<file path="src/rtl/core/assert_macros.svh">
// ----------------------------------------------------------------------------
// Assertion macros shared by the RTL
// Concurrent checks that compile away when SYNTHESIS is defined.
// ----------------------------------------------------------------------------
`ifndef ASSERT_MACROS_SVH
`define ASSERT_MACROS_SVH
`ifndef SYNTHESIS
// Property must hold at every rising clock edge outside reset
`define ASSERT_PROP(lbl, clk, rst_n, prop) \
	lbl: assert property (@(posedge clk) disable iff (!rst_n) prop) \
		else $error("%m: property failed");
// Condition must never be true outside reset
`define ASSERT_NEVER(lbl, clk, rst_n, cond) \
	lbl: assert property (@(posedge clk) disable iff (!rst_n) !(cond)) \
		else $error("%m: forbidden condition seen");
`else
`define ASSERT_PROP(lbl, clk, rst_n, prop)
`define ASSERT_NEVER(lbl, clk, rst_n, cond)
`endif
`endif

</file>
<file path="src/rtl/core/tft_pkg.sv">
// ----------------------------------------------------------------------------
// Text format tokenizer package
// Types, character codes and helper functions for the tokenizer.
// ----------------------------------------------------------------------------
`default_nettype none

package tft_pkg;

	localparam logic [15:0] SAT_MAX = 16'hFFFF;
	localparam int unsigned RES_DEPTH = 4;

	localparam logic [7:0] CH_LF     = 8'h0A;
	localparam logic [7:0] CH_SPACE  = 8'h20;
	localparam logic [7:0] CH_HASH   = 8'h23;
	localparam logic [7:0] CH_AT     = 8'h40;
	localparam logic [7:0] CH_QUOTE  = 8'h22;
	localparam logic [7:0] CH_BSLASH = 8'h5C;
	localparam logic [7:0] CH_PLUS   = 8'h2B;
	localparam logic [7:0] CH_MINUS  = 8'h2D;
	localparam logic [7:0] CH_DOT    = 8'h2E;
	localparam logic [7:0] CH_UNDER  = 8'h5F;

	typedef enum logic [3:0] {
		M_IDLE    = 4'd0,
		M_COMMENT = 4'd1,
		M_IDENT   = 4'd2,
		M_SIGN    = 4'd3,
		M_NUM     = 4'd4,
		M_STR     = 4'd5,
		M_ESC     = 4'd6,
		M_AT      = 4'd7,
		M_DIR     = 4'd8
	} mode_t;

	typedef enum logic [2:0] {
		K_IDENT     = 3'd0,
		K_NUMBER    = 3'd1,
		K_KEYWORD   = 3'd2,
		K_STRING    = 3'd3,
		K_DIRECTIVE = 3'd4,
		K_PUNCT     = 3'd5,
		K_ERROR     = 3'd6,
		K_END       = 3'd7
	} kind_t;

	typedef enum logic [2:0] {
		E_NONE       = 3'd0,
		E_BAD_CHAR   = 3'd1,
		E_BAD_ESCAPE = 3'd2,
		E_EOF_STR    = 3'd3,
		E_NL_STR     = 3'd4
	} err_t;

	// Special word codes: 0 none, 1 inf, 2 nan, 3 true, 4 false
	typedef enum logic [2:0] {
		W_NONE  = 3'd0,
		W_INF   = 3'd1,
		W_NAN   = 3'd2,
		W_TRUE  = 3'd3,
		W_FALSE = 3'd4
	} word_t;

	typedef struct packed {
		kind_t       kind;
		logic [15:0] row;
		logic [15:0] col;
		logic [15:0] len;
		logic        first;
		err_t        err;
		logic        last;
	} res_t;

	function automatic logic [15:0] sat_inc(input logic [15:0] v);
		return (v != SAT_MAX) ? v + 16'd1 : v;
	endfunction

	function automatic logic is_digit(input logic [7:0] c);
		return c >= 8'h30 && c <= 8'h39;
	endfunction

	function automatic logic is_alpha(input logic [7:0] c);
		return (c >= 8'h61 && c <= 8'h7A) || (c >= 8'h41 && c <= 8'h5A);
	endfunction

	function automatic logic is_space(input logic [7:0] c);
		return c == CH_SPACE || (c >= 8'd9 && c <= 8'd13);
	endfunction

	function automatic logic ident_start(input logic [7:0] c);
		return is_alpha(c) || c == CH_UNDER;
	endfunction

	function automatic logic ident_part(input logic [7:0] c);
		return ident_start(c) || is_digit(c);
	endfunction

	function automatic logic num_part(input logic [7:0] c);
		return ident_part(c) || c == CH_DOT;
	endfunction

	function automatic logic is_punct(input logic [7:0] c);
		return c >= 8'd33 && c <= 8'd126 && !is_alpha(c) && !is_digit(c);
	endfunction

	function automatic word_t word_first(input logic [7:0] c);
		word_t w;
		unique case (c)
			8'h69:   w = W_INF;
			8'h6E:   w = W_NAN;
			8'h74:   w = W_TRUE;
			8'h66:   w = W_FALSE;
			default: w = W_NONE;
		endcase
		return w;
	endfunction

	function automatic logic [2:0] word_len(input word_t w);
		logic [2:0] n;
		unique case (w)
			W_INF, W_NAN: n = 3'd3;
			W_TRUE:       n = 3'd4;
			W_FALSE:      n = 3'd5;
			default:      n = 3'd0;
		endcase
		return n;
	endfunction

	// Expected byte of a special word at a position below five
	function automatic logic [7:0] word_char(input word_t w, input logic [2:0] p);
		logic [7:0] c;
		c = 8'h00;
		unique case (w)
			W_INF: begin
				unique case (p)
					3'd0:    c = 8'h69;
					3'd1:    c = 8'h6E;
					3'd2:    c = 8'h66;
					default: c = 8'h00;
				endcase
			end
			W_NAN: begin
				unique case (p)
					3'd0:    c = 8'h6E;
					3'd1:    c = 8'h61;
					3'd2:    c = 8'h6E;
					default: c = 8'h00;
				endcase
			end
			W_TRUE: begin
				unique case (p)
					3'd0:    c = 8'h74;
					3'd1:    c = 8'h72;
					3'd2:    c = 8'h75;
					3'd3:    c = 8'h65;
					default: c = 8'h00;
				endcase
			end
			W_FALSE: begin
				unique case (p)
					3'd0:    c = 8'h66;
					3'd1:    c = 8'h61;
					3'd2:    c = 8'h6C;
					3'd3:    c = 8'h73;
					3'd4:    c = 8'h65;
					default: c = 8'h00;
				endcase
			end
			default: c = 8'h00;
		endcase
		return c;
	endfunction

	// Keep the word match only if the byte continues the word at tlen - off
	function automatic word_t word_step(input word_t w, input logic [15:0] tlen,
			input logic off, input logic [7:0] c);
		logic [15:0] p;
		word_t       r;
		p = tlen - {15'd0, off};
		r = W_NONE;
		if (w != W_NONE && tlen >= {15'd0, off} && p < {13'd0, word_len(w)} &&
				word_char(w, p[2:0]) == c) begin
			r = w;
		end
		return r;
	endfunction

	function automatic logic word_done(input word_t w, input logic [15:0] tlen,
			input logic off);
		return w != W_NONE && tlen >= {15'd0, off} &&
			(tlen - {15'd0, off}) == {13'd0, word_len(w)};
	endfunction

endpackage

`default_nettype wire

</file>
<file path="src/rtl/core/text_format_tokenizer.sv">
// Path: a transferred byte is registered in the input stage, scanned there, and
// its results are pushed into the result queue, whose head drives the outputs.
// Throughput: one byte per cycle while the result queue holds at most two
// entries; a byte may yield two results, which the four-entry queue absorbs.
// Reset (arst_n low): scanner back between tokens at row 1, column 1,
// input stage and result queue emptied.
// ----------------------------------------------------------------------------
// Text format tokenizer
// Scans one source byte per cycle unless stalled, tracks row and column, and
// emits tokens: kind, start position, length, first-on-line flag, error kind.
// ----------------------------------------------------------------------------
`default_nettype none

`include "assert_macros.svh"

module text_format_tokenizer (
	input  wire logic                clk,
	input  wire logic                arst_n,
	input  wire logic                in_valid,
	output logic                     in_ready,
	input  wire logic [7:0]          char_byte,
	input  wire logic                end_marker,
	output logic                     out_valid,
	input  wire logic                out_ready,
	output logic [2:0]               token_kind,
	output logic [15:0]              token_row,
	output logic [15:0]              token_col,
	output logic [15:0]              token_length,
	output logic                     first_on_line,
	output logic [2:0]               error_kind,
	output logic                     last_of_run
);

	// Input stage
	logic        v_s1;
	logic [7:0]  byte_s1;
	logic        end_s1;
	logic        consume;

	// Scanner state
	tft_pkg::mode_t mode_q, mode_d;
	logic [15:0]    row_q, row_d;
	logic [15:0]    col_q, col_d;
	logic           lsp_q, lsp_d;
	logic [15:0]    srow_q, srow_d;
	logic [15:0]    scol_q, scol_d;
	logic [15:0]    len_q, len_d;
	logic           sfirst_q, sfirst_d;
	tft_pkg::word_t word_q, word_d;

	// Scan results
	tft_pkg::res_t  pre_res, idle_res, res0, res1;
	logic           pre_valid, idle_valid, do_idle;
	logic [1:0]     res_n, push_n;

	// Result queue
	tft_pkg::res_t  fifo_q [tft_pkg::RES_DEPTH];
	logic [1:0]     wr_ptr_q, rd_ptr_q;
	logic [2:0]     cnt_q;
	logic           pop;
	tft_pkg::res_t  head;

	// Take a byte when the stage is empty or moving on this cycle
	assign consume  = v_s1 && (cnt_q <= 3'd2);
	assign in_ready = !v_s1 || consume;

	always_ff @(posedge clk or negedge arst_n) begin
		if (!arst_n) begin
			v_s1 <= 1'b0;
		end else if (in_ready) begin
			v_s1 <= in_valid;
		end
	end

	always_ff @(posedge clk) begin
		if (in_valid && in_ready) begin
			byte_s1 <= char_byte;
			end_s1  <= end_marker;
		end
	end

	// Scan one byte: pending token first, then the byte as a fresh start
	always_comb begin
		mode_d    = mode_q;
		row_d     = row_q;
		col_d     = col_q;
		lsp_d     = lsp_q;
		srow_d    = srow_q;
		scol_d    = scol_q;
		len_d     = len_q;
		sfirst_d  = sfirst_q;
		word_d    = word_q;
		do_idle   = 1'b0;
		pre_valid = 1'b0;
		pre_res   = '{kind: tft_pkg::K_IDENT, row: srow_q, col: scol_q, len: len_q,
			first: sfirst_q, err: tft_pkg::E_NONE, last: 1'b0};
		idle_valid = 1'b0;
		idle_res   = '{kind: tft_pkg::K_END, row: row_q, col: col_q, len: 16'd0,
			first: 1'b0, err: tft_pkg::E_NONE, last: 1'b0};

		if (end_s1) begin
			// Flush the pending token, then the end token
			idle_valid = 1'b1;
			unique case (mode_q)
				tft_pkg::M_IDENT: begin
					pre_valid = 1'b1;
					if (tft_pkg::word_done(word_q, len_q, 1'b0)) begin
						pre_res.kind = (word_q <= tft_pkg::W_NAN) ? tft_pkg::K_NUMBER
							: tft_pkg::K_KEYWORD;
					end
				end
				tft_pkg::M_NUM: begin
					pre_valid    = 1'b1;
					pre_res.kind = tft_pkg::K_NUMBER;
				end
				tft_pkg::M_SIGN: begin
					pre_valid    = 1'b1;
					pre_res.kind = tft_pkg::K_PUNCT;
				end
				tft_pkg::M_STR, tft_pkg::M_ESC: begin
					pre_valid   = 1'b1;
					pre_res     = '{kind: tft_pkg::K_ERROR, row: row_q, col: col_q,
						len: 16'd0, first: sfirst_q, err: tft_pkg::E_EOF_STR, last: 1'b0};
					if (mode_q == tft_pkg::M_ESC) begin
						pre_res.err = tft_pkg::E_BAD_ESCAPE;
					end
				end
				tft_pkg::M_AT: begin
					pre_valid    = 1'b1;
					pre_res.kind = tft_pkg::K_PUNCT;
					pre_res.len  = 16'd1;
				end
				tft_pkg::M_DIR: begin
					pre_valid    = 1'b1;
					pre_res.kind = tft_pkg::K_DIRECTIVE;
				end
				default: begin
				end
			endcase
			mode_d   = tft_pkg::M_IDLE;
			row_d    = 16'd1;
			col_d    = 16'd1;
			lsp_d    = 1'b1;
			srow_d   = 16'd0;
			scol_d   = 16'd0;
			len_d    = 16'd0;
			sfirst_d = 1'b0;
			word_d   = tft_pkg::W_NONE;
		end else begin
			unique case (mode_q)
				tft_pkg::M_COMMENT: begin
					if (byte_s1 == tft_pkg::CH_LF) begin
						do_idle = 1'b1;
					end else begin
						col_d = tft_pkg::sat_inc(col_q);
					end
				end
				tft_pkg::M_IDENT: begin
					if (tft_pkg::ident_part(byte_s1)) begin
						word_d = tft_pkg::word_step(word_q, len_q, 1'b0, byte_s1);
						len_d  = tft_pkg::sat_inc(len_q);
						col_d  = tft_pkg::sat_inc(col_q);
					end else begin
						pre_valid = 1'b1;
						if (tft_pkg::word_done(word_q, len_q, 1'b0)) begin
							pre_res.kind = (word_q <= tft_pkg::W_NAN) ? tft_pkg::K_NUMBER
								: tft_pkg::K_KEYWORD;
						end
						do_idle = 1'b1;
					end
				end
				tft_pkg::M_SIGN: begin
					if (byte_s1 == tft_pkg::CH_LF) begin
						pre_valid    = 1'b1;
						pre_res.kind = tft_pkg::K_PUNCT;
						do_idle      = 1'b1;
					end else begin
						word_d = (byte_s1 == 8'h69) ? tft_pkg::W_INF : tft_pkg::W_NONE;
						len_d  = tft_pkg::sat_inc(len_q);
						col_d  = tft_pkg::sat_inc(col_q);
						mode_d = tft_pkg::M_NUM;
					end
				end
				tft_pkg::M_NUM: begin
					if (tft_pkg::word_done(word_q, len_q, 1'b1)) begin
						if (tft_pkg::ident_part(byte_s1)) begin
							word_d = tft_pkg::W_NONE;
							len_d  = tft_pkg::sat_inc(len_q);
							col_d  = tft_pkg::sat_inc(col_q);
						end else begin
							pre_valid    = 1'b1;
							pre_res.kind = tft_pkg::K_NUMBER;
							do_idle      = 1'b1;
						end
					end else if (tft_pkg::num_part(byte_s1)) begin
						word_d = tft_pkg::word_step(word_q, len_q, 1'b1, byte_s1);
						len_d  = tft_pkg::sat_inc(len_q);
						col_d  = tft_pkg::sat_inc(col_q);
					end else begin
						pre_valid    = 1'b1;
						pre_res.kind = tft_pkg::K_NUMBER;
						do_idle      = 1'b1;
					end
				end
				tft_pkg::M_STR: begin
					if (byte_s1 == tft_pkg::CH_QUOTE) begin
						pre_valid    = 1'b1;
						pre_res.kind = tft_pkg::K_STRING;
						col_d        = tft_pkg::sat_inc(col_q);
						mode_d       = tft_pkg::M_IDLE;
					end else if (byte_s1 == tft_pkg::CH_LF) begin
						pre_valid = 1'b1;
						pre_res   = '{kind: tft_pkg::K_ERROR, row: row_q, col: col_q,
							len: 16'd0, first: sfirst_q, err: tft_pkg::E_NL_STR, last: 1'b0};
						do_idle   = 1'b1;
					end else begin
						len_d = tft_pkg::sat_inc(len_q);
						col_d = tft_pkg::sat_inc(col_q);
						if (byte_s1 == tft_pkg::CH_BSLASH) begin
							mode_d = tft_pkg::M_ESC;
						end
					end
				end
				tft_pkg::M_ESC: begin
					if (byte_s1 == tft_pkg::CH_LF) begin
						pre_valid = 1'b1;
						pre_res   = '{kind: tft_pkg::K_ERROR, row: row_q, col: col_q,
							len: 16'd0, first: sfirst_q, err: tft_pkg::E_BAD_ESCAPE,
							last: 1'b0};
						do_idle   = 1'b1;
					end else begin
						len_d  = tft_pkg::sat_inc(len_q);
						col_d  = tft_pkg::sat_inc(col_q);
						mode_d = tft_pkg::M_STR;
					end
				end
				tft_pkg::M_AT: begin
					len_d = 16'd1;
					if (tft_pkg::ident_start(byte_s1)) begin
						col_d  = tft_pkg::sat_inc(col_q);
						mode_d = tft_pkg::M_DIR;
					end else begin
						pre_valid    = 1'b1;
						pre_res.kind = tft_pkg::K_PUNCT;
						pre_res.len  = 16'd1;
						do_idle      = 1'b1;
					end
				end
				tft_pkg::M_DIR: begin
					if (tft_pkg::ident_part(byte_s1)) begin
						len_d = tft_pkg::sat_inc(len_q);
						col_d = tft_pkg::sat_inc(col_q);
					end else begin
						pre_valid    = 1'b1;
						pre_res.kind = tft_pkg::K_DIRECTIVE;
						do_idle      = 1'b1;
					end
				end
				default: begin
					do_idle = 1'b1;
				end
			endcase

			// Handle the byte between tokens
			if (do_idle) begin
				mode_d = tft_pkg::M_IDLE;
				if (byte_s1 == tft_pkg::CH_LF) begin
					row_d = tft_pkg::sat_inc(row_q);
					col_d = 16'd1;
					lsp_d = 1'b1;
				end else begin
					priority if (tft_pkg::is_space(byte_s1)) begin
						mode_d = tft_pkg::M_IDLE;
					end else if (byte_s1 == tft_pkg::CH_HASH) begin
						mode_d = tft_pkg::M_COMMENT;
					end else if (tft_pkg::ident_start(byte_s1) ||
							tft_pkg::is_digit(byte_s1) ||
							byte_s1 == tft_pkg::CH_PLUS || byte_s1 == tft_pkg::CH_MINUS ||
							byte_s1 == tft_pkg::CH_QUOTE || byte_s1 == tft_pkg::CH_AT) begin
						srow_d   = row_q;
						scol_d   = col_q;
						sfirst_d = lsp_q;
						lsp_d    = 1'b0;
						len_d    = 16'd1;
						word_d   = tft_pkg::W_NONE;
						priority if (tft_pkg::ident_start(byte_s1)) begin
							mode_d = tft_pkg::M_IDENT;
							word_d = tft_pkg::word_first(byte_s1);
						end else if (tft_pkg::is_digit(byte_s1)) begin
							mode_d = tft_pkg::M_NUM;
						end else if (byte_s1 == tft_pkg::CH_QUOTE) begin
							mode_d = tft_pkg::M_STR;
							len_d  = 16'd0;
						end else if (byte_s1 == tft_pkg::CH_AT) begin
							mode_d = tft_pkg::M_AT;
							len_d  = 16'd0;
						end else begin
							mode_d = tft_pkg::M_SIGN;
						end
					end else begin
						lsp_d      = 1'b0;
						idle_valid = 1'b1;
						idle_res   = '{kind: tft_pkg::K_PUNCT, row: row_q, col: col_q,
							len: 16'd1, first: lsp_q, err: tft_pkg::E_NONE, last: 1'b0};
						if (!tft_pkg::is_punct(byte_s1)) begin
							idle_res.kind = tft_pkg::K_ERROR;
							idle_res.err  = tft_pkg::E_BAD_CHAR;
						end
					end
					col_d = tft_pkg::sat_inc(col_q);
				end
			end
		end
	end

	// Order results and mark the last one of this byte
	always_comb begin
		res0  = pre_valid ? pre_res : idle_res;
		res1  = idle_res;
		res_n = {1'b0, pre_valid} + {1'b0, idle_valid};
		if (res_n == 2'd2) begin
			res1.last = 1'b1;
		end else begin
			res0.last = 1'b1;
		end
	end

	assign push_n = consume ? res_n : 2'd0;

	// Advance the scanner state on each scanned byte
	always_ff @(posedge clk or negedge arst_n) begin
		if (!arst_n) begin
			mode_q   <= tft_pkg::M_IDLE;
			row_q    <= 16'd1;
			col_q    <= 16'd1;
			lsp_q    <= 1'b1;
			srow_q   <= 16'd0;
			scol_q   <= 16'd0;
			len_q    <= 16'd0;
			sfirst_q <= 1'b0;
			word_q   <= tft_pkg::W_NONE;
		end else if (consume) begin
			mode_q   <= mode_d;
			row_q    <= row_d;
			col_q    <= col_d;
			lsp_q    <= lsp_d;
			srow_q   <= srow_d;
			scol_q   <= scol_d;
			len_q    <= len_d;
			sfirst_q <= sfirst_d;
			word_q   <= word_d;
		end
	end

	// Result queue: up to two writes, one read per cycle
	assign pop = out_valid && out_ready;

	always_ff @(posedge clk or negedge arst_n) begin
		if (!arst_n) begin
			wr_ptr_q <= 2'd0;
			rd_ptr_q <= 2'd0;
			cnt_q    <= 3'd0;
		end else begin
			wr_ptr_q <= wr_ptr_q + push_n;
			rd_ptr_q <= rd_ptr_q + {1'b0, pop};
			cnt_q    <= cnt_q + {1'b0, push_n} - {2'b00, pop};
		end
	end

	always_ff @(posedge clk) begin
		if (push_n != 2'd0) begin
			fifo_q[wr_ptr_q] <= res0;
		end
		if (push_n == 2'd2) begin
			fifo_q[wr_ptr_q + 2'd1] <= res1;
		end
	end

	// Drive the head entry
	assign head          = fifo_q[rd_ptr_q];
	assign out_valid     = cnt_q != 3'd0;
	assign token_kind    = head.kind;
	assign token_row     = head.row;
	assign token_col     = head.col;
	assign token_length  = head.len;
	assign first_on_line = head.first;
	assign error_kind    = head.err;
	assign last_of_run   = head.last;

	// Checks
	`ASSERT_NEVER(a_queue_bound, clk, arst_n, cnt_q > 3'd4)
	`ASSERT_PROP(a_end_emits, clk, arst_n, (consume && end_s1) |-> (push_n != 2'd0))
	`ASSERT_PROP(a_end_restarts, clk, arst_n,
		(consume && end_s1) |=> (mode_q == tft_pkg::M_IDLE && row_q == 16'd1 && col_q == 16'd1))
	`ASSERT_PROP(a_last_marks, clk, arst_n,
		(push_n == 2'd2) |-> (!res0.last && res1.last))

endmodule

`default_nettype wire
</file>
<file path="config.mk">
export PLATFORM = sky130hd
export DESIGN_NAME = text_format_tokenizer
export DESIGN_NICKNAME = d
export VERILOG_FILES = /design/src/rtl/core/tft_pkg.sv /design/src/rtl/core/text_format_tokenizer.sv
export VERILOG_INCLUDE_DIRS = /design/src /design/src/rtl/core
export SDC_FILE = /design/constraint.sdc
export NUM_CORES = 1
export LEC_CHECK = 0
export BUFFER_PORTS_ARGS = -buffer_cell sky130_fd_sc_hd__buf_2
export CAP_MARGIN = 20
export CELL_PAD_IN_SITES_DETAIL_PLACEMENT = 0
export CELL_PAD_IN_SITES_GLOBAL_PLACEMENT = 2
export CORE_MARGIN = 2
export CORE_UTILIZATION = 35
export CTS_CLUSTER_DIAMETER = 30
export DETAILED_ROUTE_END_ITERATION = 7
export PLACE_DENSITY = 0.64
export SKIP_LAST_GASP = 1
export SYNTH_ARGS = -nofsm -noshare
export SYNTH_HDL_FRONTEND = slang
export SYNTH_SLANG_ARGS = --single-unit
</file>
<file path="constraint.sdc">
create_clock -name clk -period 6.8 [get_ports clk]
set_input_delay 1.36 -clock clk [delete_from_list [all_inputs] [get_ports clk]]
set_output_delay 1.36 -clock clk [all_outputs]
set_load 0.05 [all_outputs]
</file>
* After elaboration in Yosys (flattened, before gate mapping)
Memory sizes are Yosys's and may differ from the RTL's.
Index checks and enable logic that the tools add are counted.
** Storage, ports and cells
- Bits of input ports :: 13
- Bits in latches :: 0
- Flip-flop bits (word level) :: 106
- Memories kept :: 1
- ROM bits :: 0
- Memory bits (writable) :: 224
- Logic and storage cells :: 334
** Operators by class
- Equal/unequal tests :: 55
- Muxes and demuxes :: 180
- Shift operators :: 0
- Multipliers :: 0
- Add/sub/neg operators :: 10
- Divide/modulo/power cells :: 0
- Bitwise logic cells :: 0
- Magnitude comparators :: 16
- Reductions and logical operators :: 57
** Memory list
- fifo_q :: words 4, bits a word 56, read ports 1, clocked after Yosys merged registers in 0, wr ports 2, RTL line text_format_tokenizer.sv:57 : tft_pkg::res_t fifo_q [tft_pkg::RES_DEPTH];
** Operators with widths (number)
- $mux W16 :: 39
- $mux W55 :: 6
- $mux W56 :: 4
- $pmux W16 S5 :: 2
- $mux W3 :: 42
- $pmux W7 S5 :: 2
- $pmux W32 S2 :: 1
- $pmux W8 S4 :: 2
- $eq A8 B7 Y1 const B :: 7
- $mux W8 :: 7
- $pmux W7 S4 :: 2
- $mux W53 :: 1
- $add A16 B1 Y16 const B :: 3
- $eq A16 B3 Y1 :: 3
- $eq A8 B6 Y1 const B :: 6
- $ne A16 B16 Y1 const B :: 3
- $pmux W16 S3 :: 1
- $mux W1 :: 42
- $pmux W7 S3 :: 2
- $mux W4 :: 9
- $ge A16 B1 Y1 const B :: 2
- $lt A16 B3 Y1 :: 2
- $mux W32 :: 1
- $pmux W16 S2 :: 1
- other kinds (52) :: 128

* Longest topological paths before layout
- Depth after elaboration :: 23
- Gate-level depth with buffers :: 21
- Depth with buffers taken out :: 16

* Worst setup path after synthesis
OpenSTA, ideal clock, no wires.
- Kind :: register -> register
- From :: reg word_q[0]
- To :: mem fifo_q[2][55] (netlist bit)
- Data arrival time :: 5.040 ns
- Period minus slack after synthesis :: 5.158 ns
- Required time :: 6.682 ns
- Slack :: 1.642 ns
- Cell stages (with the launch flop) :: 20
- Library setup time :: 0.118 ns
- Path through :: dfrtp_1 clkbuf_1 nor2b_1 o21ai_0 o21ai_0 ha_1 and3b_1 nand2_1 or4_4 nor4_4 o31ai_2 buf_6 inv_1 ha_1 clkbuf_1 o21ai_1 nor2_1 nor2_1 inv_1 o22a_1
** RTL lines
- start: declaration :: RTL line text_format_tokenizer.sv:49 : tft_pkg::word_t word_q, word_d;
- start signal: assignment :: RTL line text_format_tokenizer.sv:341 : word_q <= tft_pkg::W_NONE;
- start signal: assignment :: RTL line text_format_tokenizer.sv:351 : word_q <= word_d;
- end: declaration :: RTL line text_format_tokenizer.sv:57

==> impl_summary.log <==
[metrics] number of top-level pins: 71
[metrics] synthesized area per cell: 11.1 um2
[metrics] first-pass GRT wire length: 90.3 mm
[metrics] Worst Path Arrival: 6.18 ns
[metrics] cell type contributing the most total cell area after synthesis: sky130_fd_sc_hd__edfxtp_1
[metrics] Vias/cell: 5.81
[metrics] footprint of the flip-flops and latches: 0.00871 mm2
[metrics] routed length on met3: 2.71 mm
[metrics] area of the die: 0.0526 mm2
[metrics] number of fill cells: 4694
[metrics] endpoints failing hold: 0
[metrics] portion of the post-synthesis area used by sequential elements: 0.490
[metrics] cell with the largest stage delay on the worst path: sky130_fd_sc_hd__o31ai_1
[metrics] # H-tree levels: 3
[metrics] gr usage total: 0.224
[metrics] cts-stage hold buffer count: 0
[metrics] crit share post-route: 0.865
[metrics] Sum Neg Setup Slack: 0 ns
[metrics] Reg2Reg Launch Point: len_q[1]$_DFFE_PN0P_
[metrics] number of diodes: 0
[metrics] DP Worst Slack: 0.884 ns
[metrics] synthesized netlist cell count: 1603
[metrics] leading cell types by total area after synthesis: sky130_fd_sc_hd__edfxtp_1, sky130_fd_sc_hd__dfrtp_1, sky130_fd_sc_hd__a22o_1
[metrics] Non-Filler Instances: 2416
[metrics] most repeated library cell on the critical path: sky130_fd_sc_hd__ha_1
[metrics] clock sinks: 330
[metrics] most frequent cell after synthesis: sky130_fd_sc_hd__a22o_1
[metrics] number of synthesized register bits: 330
[metrics] antenna violations before repair: 0
[metrics] critical path launch point type: flop
[metrics] met1 wire length: 26.8 mm
[metrics] count of flip-flops with a built-in enable after synthesis: 161
[metrics] critical path class: reg2reg
[metrics] number of buffers inserted by post-CTS setup repair: 0
[metrics] root buf cell: sky130_fd_sc_hd__clkbuf_16
[metrics] number of buffers inserted during clock tree synthesis: 89
[metrics] pin count of the biggest net entering global routing: 58
[metrics] routed wirelength normalized by instance count: 24.3 um
[metrics] Commonest cells post-synth: sky130_fd_sc_hd__a22o_1, sky130_fd_sc_hd__edfxtp_1, sky130_fd_sc_hd__nor2_1, sky130_fd_sc_hd__clkbuf_1, sky130_fd_sc_hd__dfrtp_1
[metrics] Post-Route Skew: 0.0325 ns
[metrics] number of DRC markers after the initial detailed-route iteration: 1150
[metrics] footprint of the multi-input gates: 0.00839 mm2
[metrics] worst slew margin relative to its limit: 0.274
[metrics] port bufs: 70
[metrics] y dimension of the die: 229 um
[metrics] Max Freq: 0.170 GHz
[metrics] outcome: finished clean
[metrics] clock latency of the later-clocked register in the worst-skew pair: 0.63 ns
[metrics] end-of-flow core utilization: 0.436
[metrics] Tmin final: 5.88 ns
[metrics] standard cell core area: 0.0502 mm2
[metrics] detailed-route via count: 14000
[metrics] chip width: 229 um
[metrics] capturing element of the worst setup path: fifo_q[2][42]$_DFFE_PP_
[metrics] proportion of netlist area held by the largest area contributor: 0.272
[metrics] Hold WC Path Type: reg2reg
[metrics] largest fanout on the critical path: 18
[metrics] Max Cap Viol: 0
[metrics] warning count from the yosys run: 0
[metrics] worst reg2reg setup slack: 0.92 ns
[metrics] main flop type after synthesis: sky130_fd_sc_hd__edfxtp_1
[metrics] initial core utilization: 0.354
[metrics] Max Buffers Root-to-Sink: 3
[metrics] post-route antenna net violation count: 0
[metrics] CTS tree: built
[metrics] Post-Place Cells: 2248
[metrics] power density normalized to cell area: 480 mW/mm2
[metrics] Hold WS: 0.447 ns
[metrics] Distinct cells, synth: 94
[metrics] launch point of the worst path: len_q[1]$_DFFE_PN0P_
[metrics] total overflow reported by the global router: 0
[metrics] Reg2Reg Capture Point: fifo_q[2][42]$_DFFE_PP_
[metrics] Worst setup EP type: flop
[metrics] top routing layer in use: met4
[metrics] unrepaired setup endpoints after global routing: no
[metrics] Mapped Nets: 1642
[metrics] Final Total Pwr: 10.5 mW
[metrics] final-stage net count: 1706
[metrics] remaining routing DRC violations: 0
[metrics] post-cts sizing count: 0
[metrics] final wirelength: 58.7 mm
[metrics] sum of net half-perimeters after detailed placement: 38.2 mm
[metrics] smallest setup slack after layout: 0.919 ns
[metrics] Worst IR Drop VDD: 208 uV
[metrics] required time worst endpoint: 7.10 ns
[metrics] clock-pin slew on the worst setup and hold paths: 0.04 ns
[metrics] Static Leakage: 8.17 nW
[metrics] share of layout cells above drive strength 1: 0.209
[metrics] drt first pass iters: 7
[metrics] endpoints failing setup: 0
[metrics] area added between synthesis and finish: 23.0%
[metrics] area of all placed cells without fillers: 0.0219 mm2
[metrics] post-placement cell area: 0.0187 mm2
[metrics] chain of cells forming the critical path: inv_1, ha_1, ha_1, ha_1, and3b_1, nand2_1, nor4b_1, and4_1, o31ai_1, o21ai_0, ha_1, o21ai_1, nor2_1, nor2_1, buf_4, inv_2, buf_4
[metrics] final RePlAce weighted congestion: 0.822
[metrics] via count of the first global-routing pass: 14400
[metrics] number of cell rows: 82
[metrics] post-synth design cell area: 0.0178 mm2
[metrics] Max Transition Viols Final: 0
[metrics] Critical Path Max Stage Delay: 0.67 ns
[metrics] Detail Route met2 WL: 27.8 mm
[metrics] number of cell instances on the worst register-to-register path: 17
[metrics] Synth async-reset ratio: 0.294
[metrics] transition time at the pin with the least slew margin: 1.09 ns
[area by class of cell]
type / count / area share
flip-flops and latches: 330 / 0.398
well taps: 672 / 0.0384
repair buffers: 115 / 0.0318
clock inverters: 48 / 0.0306
multi-input cells: 1103 / 0.384
inverters: 28 / 0.00481
clock buffers: 120 / 0.112
[how the worst min path moves through the flow]
stage | slack [ns] | startpoint | to | cells after the start
floorplan | 0.43 | fifo_q[2][3]$_SDFFE_PP0P_ | fifo_q[2][3]$_SDFFE_PP0P_ | 2
global placement | 0.44 | fifo_q[1][3]$_SDFFE_PP0P_ | fifo_q[1][3]$_SDFFE_PP0P_ | 2
detailed placement | 0.44 | fifo_q[2][3]$_SDFFE_PP0P_ | fifo_q[2][3]$_SDFFE_PP0P_ | 2
CTS | 0.45 | fifo_q[2][3]$_SDFFE_PP0P_ | fifo_q[2][3]$_SDFFE_PP0P_ | 2
global route | 0.46 | fifo_q[1][3]$_SDFFE_PP0P_ | fifo_q[1][3]$_SDFFE_PP0P_ | 2
finish | 0.45 | fifo_q[2][3]$_SDFFE_PP0P_ | fifo_q[2][3]$_SDFFE_PP0P_ | 2
[placed cells by master (no fill, tap or decap), types with 56 or more instances in the layout]
cell type                   synthesis  routed
sky130_fd_sc_hd__clkbuf_16          0      91
sky130_fd_sc_hd__nor2_1           104     104
sky130_fd_sc_hd__dfxtp_1           72      72
sky130_fd_sc_hd__edfxtp_1         161     161
sky130_fd_sc_hd__o21ai_0           81      81
sky130_fd_sc_hd__a22o_1           165     165
sky130_fd_sc_hd__o2bb2ai_1         67      67
sky130_fd_sc_hd__a21oi_1           68      68
sky130_fd_sc_hd__buf_2             15      69
sky130_fd_sc_hd__mux4_2            56      56
sky130_fd_sc_hd__dfrtp_1           94      92
sky130_fd_sc_hd__nand2_1           85      85
[metal layers]
layer | vias up | global-route usage
li1 | 6480 | -
met1 | 7062 | 0.307
met2 | 409 | 0.362
met3 | 94 | 0.0393
met4 | 0 | 0.0714
met5 | - | 0
[cells by family after synthesis]
kind of cell             after synthesis  share of synthesized area
AO/OA/AOI/OAI                        565                      0.236
multiplexers                          59                     0.0726
adder cells (fa/ha/maj)               26                     0.0187
flip-flops                           330                      0.490
buffers and inverters                170                     0.0391
AND/OR/NAND/NOR                      427                      0.131
XOR/XNOR                              26                     0.0128
[registers in the layout, summed over array words and instances (netlist names)]
signal	cells
v_s1	1
wr_ptr_q	2
len_q	16
rd_ptr_q	2
fifo_q	224
col_q	16
cnt_q	3
byte_s1	8
sfirst_q	1
mode_q	4
word_q	3
lsp_q	1
scol_q	16
row_q	16
end_s1	1
srow_q	16
[critical path: cells and delay by family, from the launching register on]
family | cells | cell delay, ns
flops | 1 | 0.60
compound gates | 3 | 1.09
buf+inv | 4 | 1.25
simple gates | 6 | 1.04
fa+ha+maj | 4 | 1.56
[power breakdown]
group	leakage (nW)	switching (mW)	total (mW)	internal, mW
logic	3.29	2.36	3.38	1.02
registers	3.38	0.386	2.83	2.45
clock network	1.50	1.29	4.28	2.99
(Power assumes the default switching activity.)
